===== config.mk =====
export PLATFORM = sky130hd
export DESIGN_NAME = knn_controller
export DESIGN_NICKNAME = d
export VERILOG_FILES = /design/src/design/knn_pkg.sv /design/src/design/knn_controller.sv
export SDC_FILE = /design/constraint.sdc
export NUM_CORES = 1
export LEC_CHECK = 0
export ABC_AREA = 1
export BUFFER_PORTS_ARGS = -buffer_cell sky130_fd_sc_hd__buf_4
export CELL_PAD_IN_SITES_DETAIL_PLACEMENT = 1
export CELL_PAD_IN_SITES_GLOBAL_PLACEMENT = 1
export CORE_AREA = 2 2 39 41
export DETAILED_ROUTE_END_ITERATION = 8
export DIE_AREA = 0 0 41 43
export PLACE_DENSITY_LB_ADDON = 0.1
export SKIP_CTS_REPAIR_TIMING = 1
export SYNTH_ARGS = -nofsm -noshare
export SYNTH_HDL_FRONTEND = slang
export SYNTH_SLANG_ARGS = --single-unit

===== constraint.sdc =====
create_clock -name clk -period 3.1 [get_ports clk]
set_input_delay 0.465 -clock clk [delete_from_list [all_inputs] [get_ports clk]]
set_output_delay 0.465 -clock clk [all_outputs]
set_load 0.01 [all_outputs]

===== src/design/knn_pkg.sv =====
// Shared types, constants and codes for the nearest-neighbor insertion list.
package knn_pkg;

    localparam int COORD_BITS     = 24;
    localparam int DIST_BITS      = 50;
    localparam int ID_BITS        = 16;
    localparam int COUNT_BITS     = 5;
    localparam int MODE_BITS      = 2;
    localparam int CFG_INDEX_BITS = 3;
    localparam int CFG_DATA_BITS  = 24;
    localparam int DEF_LIST_DEPTH = 16;

    localparam logic [COUNT_BITS-1:0] MAX_NBR_RESET = COUNT_BITS'(16);

    localparam logic [MODE_BITS-1:0] MODE_START = 2'd0;
    localparam logic [MODE_BITS-1:0] MODE_OFFER = 2'd1;
    localparam logic [MODE_BITS-1:0] MODE_READ  = 2'd2;

    localparam logic [CFG_INDEX_BITS-1:0] CFG_OWN_X   = 3'd0;
    localparam logic [CFG_INDEX_BITS-1:0] CFG_OWN_Y   = 3'd1;
    localparam logic [CFG_INDEX_BITS-1:0] CFG_OWN_Z   = 3'd2;
    localparam logic [CFG_INDEX_BITS-1:0] CFG_OWN_ID  = 3'd3;
    localparam logic [CFG_INDEX_BITS-1:0] CFG_MAX_NBR = 3'd4;

    typedef struct packed {
        logic [MODE_BITS-1:0]         mode;
        logic [ID_BITS-1:0]           cand_id;
        logic signed [COORD_BITS-1:0] cand_x;
        logic signed [COORD_BITS-1:0] cand_y;
        logic signed [COORD_BITS-1:0] cand_z;
        logic [DIST_BITS-1:0]         start_range;
    } item_t;

    typedef struct packed {
        logic [DIST_BITS-1:0]  range_now;
        logic [COUNT_BITS-1:0] count;
        logic                  inserted;
        logic [ID_BITS-1:0]    entry_id;
        logic [DIST_BITS-1:0]  entry_dist;
        logic                  last;
    } result_t;

    typedef struct packed {
        logic capture;
        logic load_start;
        logic calc_sum;
        logic do_insert;
        logic read_beat;
        logic emit_status;
    } ctrl_cmd_t;

    typedef struct packed {
        logic read_last;
    } dp_sts_t;

endpackage


===== src/design/knn_controller.sv =====
// Sequencer for the nearest-neighbor list: one-hot state machine issuing datapath commands.
module knn_controller (
    input  logic                           clk,
    input  logic                           rst_n,
    input  logic                           start,
    input  logic [knn_pkg::MODE_BITS-1:0]  mode,
    input  knn_pkg::dp_sts_t               sts,
    output logic                           busy,
    output knn_pkg::ctrl_cmd_t             cmd
);
    import knn_pkg::*;

    typedef enum logic [5:0] {
        S_IDLE   = 6'b000001,
        S_LOAD   = 6'b000010,
        S_SUM    = 6'b000100,
        S_INSERT = 6'b001000,
        S_READ   = 6'b010000,
        S_STATUS = 6'b100000
    } state_t;

    state_t state_reg;
    state_t state_next;

    always_ff @(posedge clk or negedge rst_n)
    begin
        if (!rst_n)
        begin
            state_reg <= S_IDLE;
        end
        else
        begin
            state_reg <= state_next;
        end
    end

    always_comb
    begin
        state_next = state_reg;
        cmd        = '0;
        case (state_reg)
            S_IDLE:
            begin
                if (start)
                begin
                    cmd.capture = 1'b1;
                    case (mode)
                        MODE_START: state_next = S_LOAD;
                        MODE_OFFER: state_next = S_SUM;
                        MODE_READ:  state_next = S_READ;
                        default:    state_next = S_STATUS;
                    endcase
                end
            end
            S_LOAD:
            begin
                cmd.load_start = 1'b1;
                state_next     = S_IDLE;
            end
            S_SUM:
            begin
                cmd.calc_sum = 1'b1;
                state_next   = S_INSERT;
            end
            S_INSERT:
            begin
                cmd.do_insert = 1'b1;
                state_next    = S_IDLE;
            end
            S_READ:
            begin
                cmd.read_beat = 1'b1;
                if (sts.read_last)
                begin
                    state_next = S_IDLE;
                end
            end
            S_STATUS:
            begin
                cmd.emit_status = 1'b1;
                state_next      = S_IDLE;
            end
            default:
            begin
                state_next = S_IDLE;
            end
        endcase
    end

    assign busy = (state_reg != S_IDLE);

    a_accept_busy: assert property (@(posedge clk) disable iff (!rst_n)
        (start && !busy) |=> busy)
        else $error("accepted beat did not make the block busy");

    a_read_end_idle: assert property (@(posedge clk) disable iff (!rst_n)
        (cmd.read_beat && sts.read_last) |=> !busy)
        else $error("read out did not end after its last beat");

    a_state_onehot: assert property (@(posedge clk) disable iff (!rst_n)
        $onehot(state_reg))
        else $error("state register not one-hot");

endmodule


---- Yosys cells after proc, flatten, opt, wreduce, memory -nomap -nowiden ----
Index checks and enable logic that the tools add are counted.
word-level totals
  bits in registers ....................... 6
  output and inout port bits .............. 7
  word-level logic and storage cells ...... 25
operators by class
  equality and inequality tests ........... 11
  multiplexer cells ....................... 11
  reduce and logical (&&, ||, !) cells .... 2
operators by type and width
  kind                                                  number
  case mux 6 bit (3 select lines)                       2
  2-to-1 mux 6 bit                                      2
  2-to-1 mux 1 bit                                      7
  equality test 6 x 1 -> 1 bit (second input constant)  1
  equality test 6 x 2 -> 1 bit (second input constant)  1
  equality test 6 x 3 -> 1 bit (second input constant)  1
  equality test 6 x 4 -> 1 bit (second input constant)  1
  equality test 6 x 5 -> 1 bit (second input constant)  1
  equality test 6 bit (second input constant)           1
  != test 6 x 1 -> 1 bit (second input constant)        1
  != test 2 bit (second input constant)                 2
  equality test 2 x 1 -> 1 bit (second input constant)  1
  equality test 2 bit (second input constant)           1
  zero test 2 bit                                       1
  AND reduction 2 bit                                   1

---- Longest topological paths before layout ----
  depth after elaboration ................. 4
  mapped depth ............................ 7
  depth with buffers taken out ............ 7

---- Worst setup path before layout ----
OpenSTA, ideal clock, no wires.
  kind .................................... reg2out
  start point ............................. register state_reg[0]
  end point ............................... output port cmd[5] (netlist name)
  arrival time ............................ 974 ps
  data required time ...................... 2635 ps
  setup slack ............................. 1661 ps
  stages on the path, launching flop included .. 5
  path buffers ............................ 0
  cell sequence ........................... dfstp_2 inv_2 nor2_4 nand3_4 nor2_1
RTL lines
  element                   line                  source
  start: declaration        knn_controller.sv:22  state_t state_reg;
  start signal: assignment  knn_controller.sv:33  state_reg <= state_next;
  end: declaration          knn_controller.sv:9   output knn_pkg::ctrl_cmd_t cmd

==> impl_metrics.ini <==
[clock_network]
insertion_delay_ps = 250
cts_root_buf = clkbuf_4
path_clk_slew_ps = 50
clock_path_buffers = 2
cts_made_buffers = 3
cts_tree = yes
cts.sinks = 6
ctsHtreeMaxLevel = 1

[worst_setup_path]
worstPathArrival_ps = 1310
endpoint_kind = primary output
critPathKind = reg -> out
r2r_slack_ps = 1910
worstPathRequired_ps = 2630
cp_max_fo = 6
rr_startpoint = state_reg[0]
critPathLaunchType = register
reg2reg_depth = 7
worstReg2RegEnd = state_reg[5]

[timing]
finalCritPeriodShare_pct = 57.2
finalSetupViolations = 0
finalMaxSlewViolations = 0
max_freq_ghz = 0.564
rsz0062_at_grt = no
worstMarginPinSlew_ps = 184
fin_crit_ps = 1770
hold-worst-slack_ps = 468
relSlewSlack_pct = 87.6
hold_viol = 0
skew_ps = 6.30
final.setup.tns_ps = 0

[die]
die_h_microns = 43
die_w_microns = 41
placeableCoreArea_sq_mm = 0.00138
row_count = 14
dieArea_sq_mm = 0.00176
ios = 13
start_util_pct = 27.8

[yosys]
syn-instance-count = 52
synth_nets = 58
ys_seq_area_share_pct = 39.3
ys_seq_elements = 6
synth_top_area_share_pct = 32.5
yosysWarnings = 0
synth_cell_types = 15
syn_area_sq_um = 385
yosys.area.top_type = dfrtp_1
syn_avg_cell_area_sq_um = 7.41
synth_area_leaders = dfrtp_1 32%, nor2_1 9.7%, inv_1 8.8%, nor2_4 8.8%, dfstp_2 6.8%

[min_path]
worstHoldEndpoint = state_reg[1]
hold_depth = 4
hp-class = in -> reg
min_from = mode[0]

[routing]
wire_per_inst_microns = 10.8
drt_iter0_drc = 2
drt-total-wl_microns = 922
ant_nets = 0
drt_drc_violations_left = 0
vias = 393
first_pass_iters = 4
vias_per_cell = 4.62

[pwr]
ir_drop_uv = 331
combPwrFrac_pct = 52.6
power_frac_seq_pct = 29.4
clkPwrFrac_pct = 18.0
p_leak_nw = 0.296
p_sw_w = 0.000201
internal_power_w = 0.000249
swShare_pct = 44.7
powerDensity_mw_per_mm2 = 846

[place]
gp_congestion = 0.656
dp_hpwl_microns = 775
port-buffer-count = 12

[grt]
grt_pass1_wl_microns = 1550
antenna_found_initial = 0
globalRouteOverflowTotal = 0
grt_max_degree = 7
grt_usage_pct = 13.3
grt_pass1_vias = 415

[layout]
final_util_pct = 38.4
nets = 76
antenna_cells = 0
synthToLayoutAreaGrowth_pct = 38.0
drive_gt1_share_pct = 36.2
largest_register_ffs = 6

[outcome]
status = completed

[flow_run]
cap_violations = 0
placed cells by master, fill, tap and decap left out, types with 2 or more instances in the layout:
cell,Yosys,layout
buf_4,0,12
nor2_1,10,10
inv_1,9,9
nand2_1,7,7
nand3_1,5,5
dfrtp_1,5,5
nor2_4,3,3
nor3_1,3,3
clkbuf_4,0,3
nand4_1,2,2
nand2_2,2,2
Yosys cell counts:
cell      number
nor2_1        10
clkinv_2       1
nor2_2         1
nand2_2        2
nand4_1        2
inv_2          1
nand2_1        7
nand3_1        5
nor3_1         3
o21ai_1        1
inv_1          9
nand3_4        1
dfstp_2        1
nor2_4         3
dfrtp_1        5
layout make-up:
type                            instances  area (sq um)
Multi-Input combinational cell         35           191
Timing Repair Buffer                   13           100
Fill cell                             184           852
Clock buffer                            4          26.3
Tap cell                               16          20.0
Sequential cell                         6           151
Inverter                               11          42.5
kinds of logic after synthesis:
| kind of cell | count (synthesis) | share of synthesized area, % |
|---|---|---|
| flip-flops | 6 | 39.3 |
| buffers and inverters | 11 | 11.0 |
| AND/OR/NAND/NOR | 34 | 48.4 |
| AO/OA/AOI/OAI | 1 | 1.30 |
power by group through the flow:
| stage | sequential (W) | combinational [W] | clock [W] |
|---|---|---|---|
| floorplan | 0.000128 | 0.000167 | 0 |
| global placement | 0.000133 | 0.000243 | 0 |
| detailed placement | 0.000135 | 0.000239 | 0 |
| CTS | 0.000133 | 0.000242 | 0.0000844 |
| global route | 0.000136 | 0.000265 | 0.0000888 |
| finish | 0.000132 | 0.000237 | 0.0000808 |
worst max-delay path: stages, from the launching register on:
cell	delay, ps
dfstp_2	570
inv_2	50
nor2_4	90
nand3_4	110
nor2_1	110
buf_4	120
stage by stage:
step / setup WS (ps) / cell area (sq um) / instances / power (W)
3_5_place_dp: 1580 / 495 / 80 / 0.000374
2_1_floorplan: 1660 / 385 / 52 / 0.000295
6_report: 1330 / 532 / 85 / 0.000450
3_3_place_gp: 1580 / 495 / 80 / 0.000376
4_1_cts: 1300 / 522 / 84 / 0.000459
5_1_grt: 1230 / 532 / 85 / 0.000490
metal layers:
metal | vias to the layer above | wire length, microns | GRT usage [%]
met5 | - | 0 | 0
met4 | 0 | 33 | 10.0
met3 | 5 | 59 | 3.14
met2 | 15 | 466 | 20.9
met1 | 179 | 363 | 14.5
li1 | 194 | - | -
worst max path at each step:
stage                      start      to  cells past startpoint
CTS                 state_reg[0]  cmd[5]                      5
global placement    state_reg[0]  cmd[5]                      5
floorplan           state_reg[0]  cmd[5]                      4
finish              state_reg[0]  cmd[5]                      5
detailed placement  state_reg[0]  cmd[5]                      5
global route        state_reg[0]  cmd[5]                      5
No activity file was read; power rests on OpenSTA's default activity.
